$ cat src/design/page_framebuffer_refresh_defines.svh
// Assertion macros shared by the framebuffer refresh design.
`ifndef PAGE_FRAMEBUFFER_REFRESH_DEFINES_SVH
`define PAGE_FRAMEBUFFER_REFRESH_DEFINES_SVH

// Same-cycle implication, disabled during reset.
`define PFR_ASSERT_NOW(lbl, clk, rst, ante, cons) \
  lbl: assert property (@(posedge clk) disable iff (rst) (ante) |-> (cons)) \
    else $error("pfr assertion failed");

// Next-cycle implication, disabled during reset.
`define PFR_ASSERT_NEXT(lbl, clk, rst, ante, cons) \
  lbl: assert property (@(posedge clk) disable iff (rst) (ante) |=> (cons)) \
    else $error("pfr assertion failed");

`endif

$ cat src/design/pfr_pkg.sv
// Package: framebuffer geometry, command codes and transaction types.
`timescale 1ns / 1ps
`default_nettype none
package pfr_pkg;

  localparam int COLUMNS  = 128;
  localparam int PAGES    = 4;
  localparam int ROWS     = 8 * PAGES;
  localparam int PAGE_LEN = COLUMNS + 4;
  localparam int DEPTH    = COLUMNS * PAGES;
  localparam int ADDR_W   = $clog2(DEPTH);
  localparam int OFF_W    = $clog2(PAGE_LEN);
  localparam int PG_W     = (PAGES > 1) ? $clog2(PAGES) : 1;
  localparam int XS_W     = 9;
  localparam int YS_W     = 8;
  localparam int RP_W     = YS_W - 3;

  localparam logic [7:0] CMD_PAGE_ADDR = 8'h22;
  localparam logic [7:0] CMD_COL_LOW   = 8'h00;
  localparam logic [7:0] CMD_COL_HIGH  = 8'h10;

  typedef enum logic [2:0] {
    FN_SET_PIXEL   = 3'd0,
    FN_CLR_PIXEL   = 3'd1,
    FN_FILL_RECT   = 3'd2,
    FN_CLR_RECT    = 3'd3,
    FN_CLEAR_ALL   = 3'd4,
    FN_START_FRAME = 3'd5,
    FN_NEXT_BYTE   = 3'd6,
    FN_NOP         = 3'd7
  } func_t;

  typedef struct packed {
    func_t       func;
    logic [6:0]  x;
    logic [4:0]  y;
    logic [7:0]  width;
    logic [5:0]  height;
  } cmd_t;

  typedef struct packed {
    logic [7:0] out_byte;
    logic       is_data;
    logic       frame_done;
  } result_t;

  typedef struct packed {
    logic              nonempty;
    logic [ADDR_W-1:0] addr;
    logic [7:0]        mask;
    logic              on;
    logic              last;
  } rect_t;

  typedef struct packed {
    logic              active;
    logic              is_data;
    logic [7:0]        cmd_byte;
    logic              last;
    logic [ADDR_W-1:0] addr;
  } refresh_t;

endpackage
`default_nettype wire

$ cat src/design/pfr_rect.sv
// Rectangle walker: clips the rectangle and steps through its store bytes.
`timescale 1ns / 1ps
`default_nettype none
module pfr_rect
  import pfr_pkg::*;
(
  input  wire logic  clk,
  input  wire logic  load,
  input  wire logic  step,
  input  wire cmd_t  cmd,
  output rect_t      rect
);

  logic [XS_W-1:0] xs, x1, r_x0, r_x1, r_col;
  logic [YS_W-1:0] ys, y1, y1m, r_y0, r_y1;
  logic [RP_W-1:0] r_page, r_plast;
  logic            r_on;
  logic            col_last;
  logic [YS_W-1:0] row;

  always_comb begin
    xs = XS_W'(cmd.x) + XS_W'(cmd.width);
    x1 = (xs > XS_W'(COLUMNS)) ? XS_W'(COLUMNS) : xs;
    ys = YS_W'(cmd.y) + YS_W'(cmd.height);
    y1 = (ys > YS_W'(ROWS)) ? YS_W'(ROWS) : ys;
    y1m = y1 - YS_W'(1);
  end

  assign col_last = (r_col + XS_W'(1)) == r_x1;

  always_ff @(posedge clk) begin
    if (load) begin
      r_x0    <= XS_W'(cmd.x);
      r_x1    <= x1;
      r_y0    <= YS_W'(cmd.y);
      r_y1    <= y1;
      r_col   <= XS_W'(cmd.x);
      r_page  <= RP_W'(cmd.y >> 3);
      r_plast <= y1m[YS_W-1:3];
      r_on    <= (cmd.func == FN_FILL_RECT);
    end else if (step) begin
      if (col_last) begin
        r_col  <= r_x0;
        r_page <= r_page + RP_W'(1);
      end else begin
        r_col <= r_col + XS_W'(1);
      end
    end
  end

  always_comb begin
    rect.nonempty = (XS_W'(cmd.x) < x1) && (YS_W'(cmd.y) < y1);
    rect.addr     = ADDR_W'(int'(r_page) * COLUMNS + int'(r_col));
    rect.on       = r_on;
    rect.last     = col_last && (r_page == r_plast);
    rect.mask     = '0;
    for (int b = 0; b < 8; b++) begin
      row = {r_page, 3'(b)};
      rect.mask[b] = (row >= r_y0) && (row < r_y1);
    end
  end

endmodule
`default_nettype wire

$ cat config.mk
export PLATFORM = sky130hd
export DESIGN_NAME = pfr_rect
export DESIGN_NICKNAME = d
export VERILOG_FILES = /design/src/design/page_framebuffer_refresh_defines.svh /design/src/design/pfr_pkg.sv /design/src/design/pfr_rect.sv
export SDC_FILE = /design/constraint.sdc
export NUM_CORES = 1
export LEC_CHECK = 0
export BUFFER_PORTS_ARGS = -buffer_cell sky130_fd_sc_hd__clkbuf_2
export CAP_MARGIN = 30
export CORE_ASPECT_RATIO = 0.6
export CORE_MARGIN = 3
export CORE_UTILIZATION = 55
export DETAILED_ROUTE_END_ITERATION = 16
export PLACE_DENSITY = 0.76
export SYNTH_ARGS = -nofsm -noshare
export SYNTH_HDL_FRONTEND = slang
export SYNTH_SLANG_ARGS = --single-unit
$ cat constraint.sdc
create_clock -name clk -period 7.5 [get_ports clk]
set_clock_uncertainty 0.1 [all_clocks]
set_input_delay 1.5 -clock clk [delete_from_list [all_inputs] [get_ports clk]]
set_output_delay 1.5 -clock clk [all_outputs]
set_load 0.005 [all_outputs]
==> reports/results.txt <==
Post-DRT Antenna Nets -> 0
Fraction of layout cells with a size suffix above 1 -> 0.182
Diodes inserted -> 0
Critical path depth in cells -> 18
Final Hold Fails -> 0
Total gr overflow -> 0
Post-Synth Adder-Cell Area -> 0.126
Die H -> 68.6 um
Wire per inst -> 15.8 um
# rows -> 22
Worst setup path class -> in -> out
Top delay family on crit path -> compound AO/OA/AOI/OAI gates
Fin worst setup slack -> 1.03 ns
Die area -> 7570 um^2
Hold Path Class -> reg -> reg
PwrDens -> 199 nW/um^2
Number of enable flip-flop cells after synthesis -> 43
Final worst-path cycle share -> 0.862
Clk_lat worst skew -> 0.31 ns
Outcome -> complete, no violations
Asr flop ratio synth -> 0
CP startpoint kind -> input port
Critical Path RT -> 5.90 ns
Mux cell area share after synthesis -> 0.00313
Final Critical Period -> 6.47 ns
Total power -> 792 uW
Ports -> 52
Dpl ws -> 1.05 ns
Nets -> 473
CP arrival -> 4.87 ns
Synth unique cells -> 59
Synth Area in XOR/XNOR -> 0.0867
GRT Total Usage -> 0.218
Critical Path, Cell by Cell -> clkbuf_2 -> ha_1 -> fa_1 -> a21o_1 -> a21oi_2 -> o21ai_0 -> nor4_1 -> a211o_1 -> inv_2 -> or2_2 -> ha_1 -> nand2_1 -> a21oi_1 -> a41oi_1 -> o21ai_0 -> a21oi_1 -> o22a_1 -> clkbuf_2
Largest stage delay, worst path -> 0.40 ns
Post-Synthesis Cells -> 362
CTS Buf Count -> 5
Syn avg cell area -> 9.92 um^2
Buf+Inv Stages, Crit Path -> 3
Max_slew headroom -> 0.591
Max Slew Vio Count -> 0
Path depth of the worst reg2reg path -> 7
First-pass GRT wire length -> 12,500 um
Root buf cell -> clkbuf_8
Clock edge transition at the registers on the reported setup and hold paths -> 0.09 ns
H-tree levels -> 2
Layout area overhead -> 10.6%
Leakage -> 0.00168 uW
Synth Flop Type -> edfxtp_1
Die W -> 110 um
Detailed Routing Iterations Pass 1 -> 5
Setup violators final -> 0
Crit-path slowest cell -> fa_1
Max Cap Viol -> 0
Maximum fanout along the worst path -> 9
Final setup TNS -> 0 ns
Worst-margin pin slew -> 0.607 ns
Antenna violations before repair -> 0
Post_cts resized -> 0
Max Fclk -> 155 MHz
Port buffer count -> 51
Setup Fix Bufs, Post-CTS -> 0
Post-synthesis sequential area ratio -> 0.387
RSZ-0062 raised after global routing -> false
Clock Tree Buf Depth -> 2
Initial DRC Count -> 216
Post-DP HPWL -> 6090 um
Vias in the first global route -> 2,547
Worst hold slack -> 0.515 ns
Largest net degree at the start of global routing -> 55
Synthesis Warnings -> 0
Global placement routability congestion -> 0.888
VDD IR max -> 81.3 uV
Vias -> 2,871
Total wire length -> 7750 um
# DRC -> 0
Main combinational cell family by area after synthesis -> simple AND/OR/NAND/NOR gates
Compound-Gate Fraction of Synth Area -> 0.159
Simple-gate share of the synthesized area -> 0.188
CTS Hold Buffers Added -> 0
Seq cells post-synth -> 48
Hold Path Stages -> 2
TritonCTS clock tree -> done
Endpoint class of the critical path -> primary output
Clk sinks -> 48
Initial core utilization -> 0.577
Vias per Instance -> 5.85
Cell Area, Synth -> 3590 um^2
Core box area -> 6220 um^2
sequential cells by signal, summed over array words and instances (netlist names):
register	cells
r_y0	5
r_plast	5
r_on	1
r_x1	9
r_page	5
r_x0	7
r_y1	7
r_col	9
cell families after synthesis:
logic type      after synthesis
buf+inv                      34
mux                           1
compound gates               84
simple gates                129
xor+xnor                     30
other cells                   1
flops                        48
fa+ha+maj                    35
worst reg2reg max path, delay by kind of cell, from the launching register on:
family | cells | cell delay [ns]
DFF | 1 | 0.52
adders and majority gates | 1 | 0.30
and+or+nand+nor | 3 | 0.92
xor gates and xnor gates | 2 | 0.45
AOI/OAI and AO/OA | 1 | 0.32
through the flow:
step,instances,area [um^2],util
3_5_place_dp,483,3860,0.620
3_3_place_gp,483,3860,0.620
5_1_grt,491,3970,0.638
4_1_cts,491,3970,0.638
6_report,491,3970,0.638
2_1_floorplan,363,3600,-
cells in the mapped netlist, types with 3 or more instances:
| library cell | instances | area share |
|---|---|---|
| edfxtp_1 | 43 | 0.36 |
| ha_1 | 33 | 0.11 |
| nand2_1 | 28 | 0.029 |
| nor2_1 | 23 | 0.024 |
| a21oi_1 | 21 | 0.029 |
| nor3_1 | 16 | 0.022 |
| o21ai_0 | 16 | 0.022 |
| xnor2_1 | 15 | 0.037 |
| inv_1 | 14 | 0.015 |
| xor2_1 | 11 | 0.027 |
| buf_4 | 10 | 0.021 |
| a21o_1 | 9 | 0.019 |
| and2_1 | 9 | 0.016 |
| nand3_1 | 8 | 0.011 |
| o31ai_1 | 8 | 0.017 |
| nor4_1 | 7 | 0.012 |
| a21boi_0 | 5 | 0.010 |
| and3_1 | 5 | 0.0087 |
| dfxtp_1 | 5 | 0.028 |
| nand4_1 | 5 | 0.0087 |
| clkbuf_1 | 4 | 0.0042 |
| nor2b_1 | 4 | 0.0070 |
| o211ai_1 | 4 | 0.0084 |
| or2_2 | 4 | 0.0070 |
| or3_1 | 4 | 0.0070 |
| and4_1 | 3 | 0.0073 |
| nand3b_1 | 3 | 0.0063 |
| o21a_1 | 3 | 0.0063 |
| or4_1 | 3 | 0.0063 |
| xnor3_1 | 3 | 0.019 |
routing by layer:
metal  vias up  routed length, um  track usage
met2       117               3080        0.296
met1      1325               4040        0.354
li1       1421                  -            -
met3         8                557       0.0381
met4         0                 78       0.0522
met5         -                  0            0
power by group:
part | leakage (uW) | switching (uW) | total [uW] | internal (uW)
combinational | 0.00116 | 138 | 253 | 115
sequential | 0.000462 | 28.4 | 353 | 325
clock | 0.0000558 | 87.5 | 186 | 98.8
worst paths after layout:
path,start,to,slack [ns]
worst max-delay path,cmd[19],rect[19],1.03
worst min-delay path,r_page[2],r_page[2],0.52
worst max register to register,r_col[0],r_page[1],4.57
worst min register to register,r_page[2],r_page[2],0.52
cell usage in the layout (no fill, tap or decap), types with 2 or more instances in the layout:
cell / count
ha_1: 33
or3_1: 4
nand2_1: 28
and3_1: 5
dfxtp_1: 5
xnor3_1: 3
nor2b_1: 4
and4_1: 3
inv_1: 14
or4_1: 3
clkbuf_8: 5
o31ai_1: 8
conb_1: 2
inv_2: 2
fa_1: 2
o21a_1: 3
a41oi_1: 2
buf_4: 2
o21ai_0: 16
nand3b_1: 3
nand2b_1: 2
xor2_1: 11
nor3_1: 16
xnor2_1: 15
nor4_1: 7
a21oi_1: 21
a21boi_0: 5
o211ai_1: 4
nand4b_1: 2
clkbuf_2: 51
o311ai_0: 2
edfxtp_1: 43
and2_1: 9
nand4_1: 5
or2_2: 4
nor2_1: 23
nand3_1: 8
clkinv_1: 2
a21o_1: 9
final cells by class:
type                            instances  area [um^2]
Clock buffer                            5         68.8
Clock inverter                          3         42.5
Fill cell                             532         2250
Inverter                               17         63.8
Multi-Input combinational cell        281         2030
Sequential cell                        48         1390
Tap cell                               84          105
Timing Repair Buffer                   53          270
Note: power is estimated with default switching activity, not from simulation.
