[config.mk]
export PLATFORM = sky130hd
export DESIGN_NAME = pfr_refresh
export DESIGN_NICKNAME = d
export VERILOG_FILES = /design/src/design/page_framebuffer_refresh_defines.svh /design/src/design/pfr_pkg.sv /design/src/design/pfr_refresh.sv
export SDC_FILE = /design/constraint.sdc
export NUM_CORES = 1
export LEC_CHECK = 0
export BUFFER_PORTS_ARGS = -buffer_cell sky130_fd_sc_hd__buf_4
export CORE_UTILIZATION = 56
export CTS_CLUSTER_SIZE = 28
export DETAILED_ROUTE_END_ITERATION = 12
export PLACE_DENSITY = 0.83
export SLEW_MARGIN = 20
export SYNTH_ARGS = -nofsm -noshare
export SYNTH_HDL_FRONTEND = slang
export SYNTH_SLANG_ARGS = --single-unit
[constraint.sdc]
create_clock -name clk -period 3.31 [get_ports clk]
set_input_delay 0.662 -clock clk [delete_from_list [all_inputs] [get_ports clk]]
set_output_delay 0.662 -clock clk [all_outputs]
set_load 0.005 [all_outputs]
[src/design/page_framebuffer_refresh_defines.svh]
// Assertion macros shared by the framebuffer refresh design.
`ifndef PAGE_FRAMEBUFFER_REFRESH_DEFINES_SVH
`define PAGE_FRAMEBUFFER_REFRESH_DEFINES_SVH

// Same-cycle implication, disabled during reset.
`define PFR_ASSERT_NOW(lbl, clk, rst, ante, cons) \
  lbl: assert property (@(posedge clk) disable iff (rst) (ante) |-> (cons)) \
    else $error("pfr assertion failed");

// Next-cycle implication, disabled during reset.
`define PFR_ASSERT_NEXT(lbl, clk, rst, ante, cons) \
  lbl: assert property (@(posedge clk) disable iff (rst) (ante) |=> (cons)) \
    else $error("pfr assertion failed");

`endif

[src/design/pfr_pkg.sv]
// Package: framebuffer geometry, command codes and transaction types.
`timescale 1ns / 1ps
`default_nettype none
package pfr_pkg;

  localparam int COLUMNS  = 128;
  localparam int PAGES    = 4;
  localparam int ROWS     = 8 * PAGES;
  localparam int PAGE_LEN = COLUMNS + 4;
  localparam int DEPTH    = COLUMNS * PAGES;
  localparam int ADDR_W   = $clog2(DEPTH);
  localparam int OFF_W    = $clog2(PAGE_LEN);
  localparam int PG_W     = (PAGES > 1) ? $clog2(PAGES) : 1;
  localparam int XS_W     = 9;
  localparam int YS_W     = 8;
  localparam int RP_W     = YS_W - 3;

  localparam logic [7:0] CMD_PAGE_ADDR = 8'h22;
  localparam logic [7:0] CMD_COL_LOW   = 8'h00;
  localparam logic [7:0] CMD_COL_HIGH  = 8'h10;

  typedef enum logic [2:0] {
    FN_SET_PIXEL   = 3'd0,
    FN_CLR_PIXEL   = 3'd1,
    FN_FILL_RECT   = 3'd2,
    FN_CLR_RECT    = 3'd3,
    FN_CLEAR_ALL   = 3'd4,
    FN_START_FRAME = 3'd5,
    FN_NEXT_BYTE   = 3'd6,
    FN_NOP         = 3'd7
  } func_t;

  typedef struct packed {
    func_t       func;
    logic [6:0]  x;
    logic [4:0]  y;
    logic [7:0]  width;
    logic [5:0]  height;
  } cmd_t;

  typedef struct packed {
    logic [7:0] out_byte;
    logic       is_data;
    logic       frame_done;
  } result_t;

  typedef struct packed {
    logic              nonempty;
    logic [ADDR_W-1:0] addr;
    logic [7:0]        mask;
    logic              on;
    logic              last;
  } rect_t;

  typedef struct packed {
    logic              active;
    logic              is_data;
    logic [7:0]        cmd_byte;
    logic              last;
    logic [ADDR_W-1:0] addr;
  } refresh_t;

endpackage
`default_nettype wire

[src/design/pfr_refresh.sv]
// Refresh sequencer: page and offset counters, command bytes, data address.
`timescale 1ns / 1ps
`default_nettype none
module pfr_refresh
  import pfr_pkg::*;
(
  input  wire logic clk,
  input  wire logic rst,
  input  wire logic restart,
  input  wire logic advance,
  output refresh_t  rf
);

  logic             active;
  logic [PG_W-1:0]  page;
  logic [OFF_W-1:0] off;
  logic             off_last;

  assign off_last = off == OFF_W'(PAGE_LEN - 1);

  always_ff @(posedge clk) begin
    if (rst) begin
      active <= 1'b0;
      page   <= '0;
      off    <= '0;
    end else if (restart) begin
      active <= 1'b1;
      page   <= '0;
      off    <= '0;
    end else if (advance) begin
      if (rf.last) begin
        active <= 1'b0;
        page   <= '0;
        off    <= '0;
      end else if (off_last) begin
        page <= page + PG_W'(1);
        off  <= '0;
      end else begin
        off <= off + OFF_W'(1);
      end
    end
  end

  always_comb begin
    rf.active  = active;
    rf.is_data = off >= OFF_W'(4);
    rf.last    = off_last && (page == PG_W'(PAGES - 1));
    rf.addr    = ADDR_W'(int'(page) * COLUMNS + int'(off) - 4);
    case (off)
      OFF_W'(0): rf.cmd_byte = CMD_PAGE_ADDR;
      OFF_W'(1): rf.cmd_byte = 8'(page);
      OFF_W'(2): rf.cmd_byte = CMD_COL_LOW;
      default:   rf.cmd_byte = CMD_COL_HIGH;
    endcase
  end

endmodule
`default_nettype wire
==> results of run 1 <==
## layer usage
metal / share of wire (%) / vias to the layer above
li1: - / 394
met1: 46 / 343
met2: 49 / 20
met3: 4.3 / 2
met4: 1.0 / 0
met5: 0 / -
## final timing paths
check                        end  cells after the start                start  slack [ns]
min reg2reg  active$_SDFFE_PP0P_                      2  active$_SDFFE_PP0P_        0.50
min          active$_SDFFE_PP0P_                      2  active$_SDFFE_PP0P_        0.50
max                        rf[8]                      7  off[4]$_SDFFE_PP0P_        0.52
max reg2reg  off[3]$_SDFFE_PP0P_                      6  off[4]$_SDFFE_PP0P_        1.48
## power groups by stage
stage / Sequential [mW] / Clock, mW / Combinational, mW
floorplan: 0.138 / 0 / 0.0175
global placement: 0.139 / 0 / 0.0227
detailed placement: 0.139 / 0 / 0.0231
CTS: 0.136 / 0.0968 / 0.0233
global route: 0.136 / 0.102 / 0.0258
finish: 0.136 / 0.0937 / 0.0232
## sequential cells by signal, summed over array words and instances (netlist names)
register / count
page: 2
off: 8
active: 1
## layout by cell type (no fill, tap or decap), types with 4 or more instances in the layout
cell type and n:
ha_1 18, nand2_1 4, xnor2_1 9, conb_1 4
nor3_1 5, dfxtp_1 11, inv_1 14, a21oi_1 6
buf_4 19, nor2_1 10
## cell type report
cell class	count	area, um2
clock buffers	4	26.3
fillers	138	464
inverters	14	52.6
multi-input cells	81	633
flip-flops and latches	11	220
well taps	16	20.0
repair buffers	19	143
## cell families (layout without fill, tap and decap cells)
logic type	after synthesis	count (layout)
compound gates	12	12
other cells	1	4
buf+inv	22	37
flops	11	11
mux	2	2
simple gates	33	33
xor+xnor	11	11
fa+ha+maj	19	19
## tightest hold or removal path: stages (launching register included)
cell and delay, ns:
dfxtp_1 0.32, nor2_1 0.10, a311oi_1 0.05
==> summary.md, run 1 <==
| Metric | Value |
|---|---|
| Async set or reset register ratio after synthesis | 0% |
| Seq/Total Area, Yosys | 23.0% |
| Vias in the first global route | 718 |
| Setup Viol. Count Final | 0 |
| Num rows | 14 |
| Setup Buffers After CTS | 0 |
| Comb pwr share | 9.2% |
| Final non-filler cell area | 0.00109 mm2 |
| Hold WS | 0.504 ns |
| Area grow syn2layout | 14.2% |
| Placer Congestion | 0.838 |
| Count of cell types in the netlist | 32 |
| Busiest metal layer after global routing | met2 |
| Met3 Use GR | 3.75% |
| Share of layout cells above drive strength 1 | 21.7% |
| Clock buffer depth | 2 |
| DP Worst Slack | 0.825 ns |
| PD cells | 231 mW/mm2 |
| Die Width | 43.4 um |
| Fin. Hold Viols | 0 |
| Pleak | 0.505 nW |
| Initial Util | 61.5% |
| ANT nets after route | 0 |
| Area share of fa/ha/maj cells after synthesis | 25.6% |
| Setup Skew | 0.00233 ns |
| Dpl hpwl | 1.46 mm |
| Routed vias | 759 |
| NetSw | 60.4 uW |
| Commonest cells post-synth | ha_1, inv_1, dfxtp_1 |
| Slowest cell on the critical path | dfxtp_1 |
| Final core utilization | 70.2% |
| # DRC | 4 |
| Ports | 24 |
| Post-CTS sizing | 0 |
| Simple-gate portion of the synthesized area | 18.7% |
| CTS Hold Bufs | 0 |
| Crit Path Max Fanout | 5 |
| First-pass GRT wire length | 2.89 mm |
| Failing checks | DRC |
| Largest net degree at the start of global routing | 8 |
| Final WL | 1.78 mm |
| Htree depth | 1 |
| Worst-path clk slew | 0.07 ns |
| Initial antenna violation count | 0 |
| Family with the most delay on the worst path | compound AO/OA/AOI/OAI gates |
| Grt met2 use | 37.9% |
| Yosys warns | 0 |
| Area share of the largest cell type after synthesis | 23.5% |
| CTS Sinks | 11 |
| Syn_area_per_cell | 8.63 um2 |
| Die area | 0.00188 mm2 |
| Setup CP Type | reg -> out |
| Worst EP required | 2.65 ns |
| Overflow after GRT | 0 |
| Num CTS Buffers | 3 |
| Clk pwr share | 37.1% |
| F_max | 358 MHz |
| Synth Area in Compound Gates | 8.09% |
| Placed insts | 141 |
| Post-route setup TNS | 0 ns |
| XOR/XNOR Fraction of Synth Area | 10.1% |
| Worst setup SP type | flop |
| Mapped cell area | 958 um2 |
| Fin cells | 145 |
| PortBufs | 19 |
| EDFF count, synth | 0 |
| Initial DRC Count | 13 |
| Max-slew violations | 0 |
| CTS root buf | clkbuf_4 |
| Final min period | 2.79 ns |
| Largest family of logic cells by synthesized area | adder cells |
| WL per Instance | 12.3 um |
| Status | complete, but fails checks |
| CTS tree | built |
| Placement Cell Area | 0.00107 mm2 |
| Synth Register Bits | 11 |
| GRT Overall Usage | 20.8% |
| Sw Share | 23.9% |
| Worst VDD drop | 0.000226 V |
| Clk Latency, worst-skew pair | 0.27 ns |
| Synth area leaders | ha_1, dfxtp_1, xnor2_1 |
| Vias per std cell | 5.23 |
| Antenna diode count | 0 |
| Cells after Synth | 111 |
| Synth Flop Type | dfxtp_1 |
| Area leader, netlist | ha_1 |
| Total power | 253 uW |
| Fin crit share | 84.4% |
| Worst path arrival time | 2.13 ns |
| Final net count | 153 |
| Setup ws final | 0.518 ns |
| CP bufs+invs | 2 |
| Met1 Use GR | 23.4% |
| CP Cell Sequence | inv_1 > ha_1 > a211o_1 > a31o_2 > a21oi_1 > xnor2_1 > buf_4 |
| Core footprint | 0.00156 mm2 |
| Unrepaired setup endpoints after global routing | false |
| Mux share of post-synthesis cell area | 2.09% |
| Crit end category | primary output |
| Max Cap Viol | 0 |
| Most frequent cell after synthesis | ha_1 |
| Sequential share of power | 53.7% |
| Worst Hold Class | reg -> reg |
| Internal cell power | 192 uW |
| CP max stage delay | 0.44 ns |
| Die height | 43.4 um |
| DRT Pass-1 Iters | 8 |
Note: power is estimated with default switching activity, not from simulation.
==> run 2, diff against run 1 <==
ABC_AREA = 1   (was unset)
CORE_UTILIZATION = 53   (was 56)
PLACE_DENSITY = 0.78   (was 0.83)
clock period = 2.7 ns   (was 3.31 ns; I/O delays follow)
==> run 2 against run 1 <==
The flow now finishes without violations. Combinational power up 57%. Sequential power rose by 23%. Wire length grew 10%. Via count increased by 13%. Global-route usage down 0.86 points. Setup slack got worse by 0.37 ns. Synthesized cell count grew 21%. Synthesized area increased by 11%. Clock skew is 0.0059 ns higher. Core utilization is 3.1 points lower. Sequential cell count unchanged. Critical path type unchanged. Largest cell class unchanged.
==> summary.md, run 2 <==
| Metric | Value |
|---|---|
| Setup CP Type | reg -> out |
| Worst VDD drop | 0.000231 V |
| Area grow syn2layout | 14.0% |
| Yosys warns | 0 |
| CTS Hold Bufs | 0 |
| Final WL | 1.96 mm |
| Largest net degree at the start of global routing | 10 |
| Max-slew violations | 0 |
| Die area | 0.00218 mm2 |
| Fin crit share | 94.6% |
| Final core utilization | 67.2% |
| Fillers | 175 |
| Final min period | 2.55 ns |
| Worst-path clk slew | 0.08 ns |
| Area leader, netlist | ha_1 |
| Vias in the first global route | 720 |
| CTS Sinks | 11 |
| Placer Congestion | 0.767 |
| Count of cell types in the netlist | 25 |
| Area share of the largest cell type after synthesis | 21.2% |
| Worst path arrival time | 2.01 ns |
| Largest regs | off (8), page (2), active (1) |
| Htree depth | 1 |
| Ports | 24 |
| GRT Overall Usage | 19.9% |
| CTS tree | built |
| Die height | 46.7 um |
| Async set or reset register ratio after synthesis | 0% |
| First-pass GRT wire length | 3.00 mm |
| PD cells | 266 mW/mm2 |
| Final net count | 176 |
| Status | finished, final reports clean |
| Crit Path Max Fanout | 5 |
| Worst setup SP type | flop |
| DRT Pass-1 Iters | 4 |
| EDFF count, synth | 0 |
| Max Cap Viol | 0 |
| Mapped cell area | 0.00106 mm2 |
| Worst R2R Start | off[4]$_SDFFE_PP0P_ |
| Total power | 322 uW |
| Fin. Hold Viols | 0 |
| Cells after Synth | 134 |
| Setup Buffers After CTS | 0 |
| Hold Crit Depth | 2 |
| Num CTS Buffers | 3 |
| Pleak | 0.582 nW |
| Num rows | 15 |
| Core footprint | 0.00180 mm2 |
| Synth Register Bits | 11 |
| Die Width | 46.7 um |
| Initial Util | 58.9% |
| Share of layout cells above drive strength 1 | 25.0% |
| Synth area leaders | ha_1, dfxtp_1, inv_1 |
| Vias per std cell | 4.84 |
| R2r endpoint | off[0]$_SDFFE_PP0P_ |
| Largest register by flop count | off |
| Crit end category | primary output |
| Worst reg-to-reg path cell count | 7 |
| ANT nets after route | 0 |
| R2R setup slack | 1.27 ns |
| Unrepaired setup endpoints after global routing | false |
| Antenna diode count | 0 |
| Max FFs per register | 8 |
| Initial DRC Count | 18 |
| PortBufs | 19 |
| Syn_area_per_cell | 7.92 um2 |
| Commonest non-fill, non-tap cells in the layout | inv_1, buf_4, ha_1 |
| Seq/Total Area, Yosys | 20.8% |
| Hold path startpoint | rst |
| F_max | 392 MHz |
| Hold Crit Endpoint | active$_SDFFE_PP0P_ |
| DP Worst Slack | 0.435 ns |
| Dpl hpwl | 1.63 mm |
| Clock buffer depth | 2 |
| Clk Latency, worst-skew pair | 0.28 ns |
| Post-CTS sizing | 0 |
| Commonest cells post-synth | inv_1, ha_1, nand2_1 |
| Routed vias | 856 |
| Synth Flop Type | dfxtp_1 |
| Overflow after GRT | 0 |
| Initial antenna violation count | 0 |
| Post-route setup TNS | 0 ns |
| CTS root buf | clkbuf_4 |
| Setup ws final | 0.147 ns |
| Setup Viol. Count Final | 0 |
| # DRC | 0 |
| WL per Instance | 11.1 um |
| Most frequent cell after synthesis | inv_1 |
| Worst Hold Class | in -> reg |
| Most common cell after layout, fill and taps aside | inv_1 |
| Setup Skew | 0.00825 ns |
| Worst EP required | 2.16 ns |
-- run 2: layout make-up --
cell class              count  area, um2  share of cell area, %
multi-input cells          95        702                   58.0
well taps                  25       31.3                   2.59
clock inverters             1       5.00                  0.414
clock buffers               3       22.5                   1.86
inverters                  23       86.3                   7.14
repair buffers             19        143                   11.8
flip-flops and latches     11        220                   18.2
-- run 2: critical path: stages (launching register included) --
cell and delay [ns]:
dfxtp_1 0.35, inv_1 0.18, ha_1 0.23, inv_1 0.08
fa_1 0.40, o21ai_0 0.22, xor2_1 0.16, buf_4 0.12
-- run 2: worst max-delay path by stage --
stage / startpoint / end / slack (ns) / cells past startpoint
final: off[3]$_SDFFE_PP0P_ / rf[7] / 0.15 / 7
after global routing: off[3]$_SDFFE_PP0P_ / rf[7] / 0.02 / 7
after CTS: off[3]$_SDFFE_PP0P_ / rf[7] / 0.12 / 7
after detailed placement: off[3]$_SDFFE_PP0P_ / rf[7] / 0.44 / 7
after global placement: off[3]$_SDFFE_PP0P_ / rf[7] / 0.51 / 7
after floorplan: off[3]$_SDFFE_PP0P_ / rf[7] / 0.66 / 6
-- run 2: logic make-up after synthesis --
logic type	share of synthesized area, %
simple gates	28.8
buf+inv	14.2
compound gates	5.42
other cells	0.353
fa+ha+maj	23.1
xor+xnor	7.43
flops	20.8
-- run 2: power by group --
group | leakage, nW | switching, mW | internal (mW) | total [mW]
Clock | 0.0177 | 0.0629 | 0.0551 | 0.118
Sequential | 0.0892 | 0.00290 | 0.165 | 0.167
Combinational | 0.475 | 0.0193 | 0.0172 | 0.0365
Total | 0.582 | 0.0851 | 0.237 | 0.322
-- run 2: metal layers --
metal  vias up  part of all wire [%]  track usage (%)  wire (um)
li1        447                     -                -          -
met1       383                    45             24.2        883
met2        23                    50             35.0        971
met3         3                   4.0             2.69         79
met4         0                   1.4             8.57         27
met5         -                     0                0          0
-- run 2: stage by stage --
| step | instances | hold WS (ns) | area, um2 |
|---|---|---|---|
| 2_1_floorplan | 137 | 0.434 | 1070 |
| 3_3_place_gp | 173 | 0.447 | 1180 |
| 3_5_place_dp | 173 | 0.460 | 1180 |
| 4_1_cts | 177 | 0.445 | 1210 |
| 5_1_grt | 177 | 0.439 | 1210 |
| 6_report | 177 | 0.447 | 1210 |
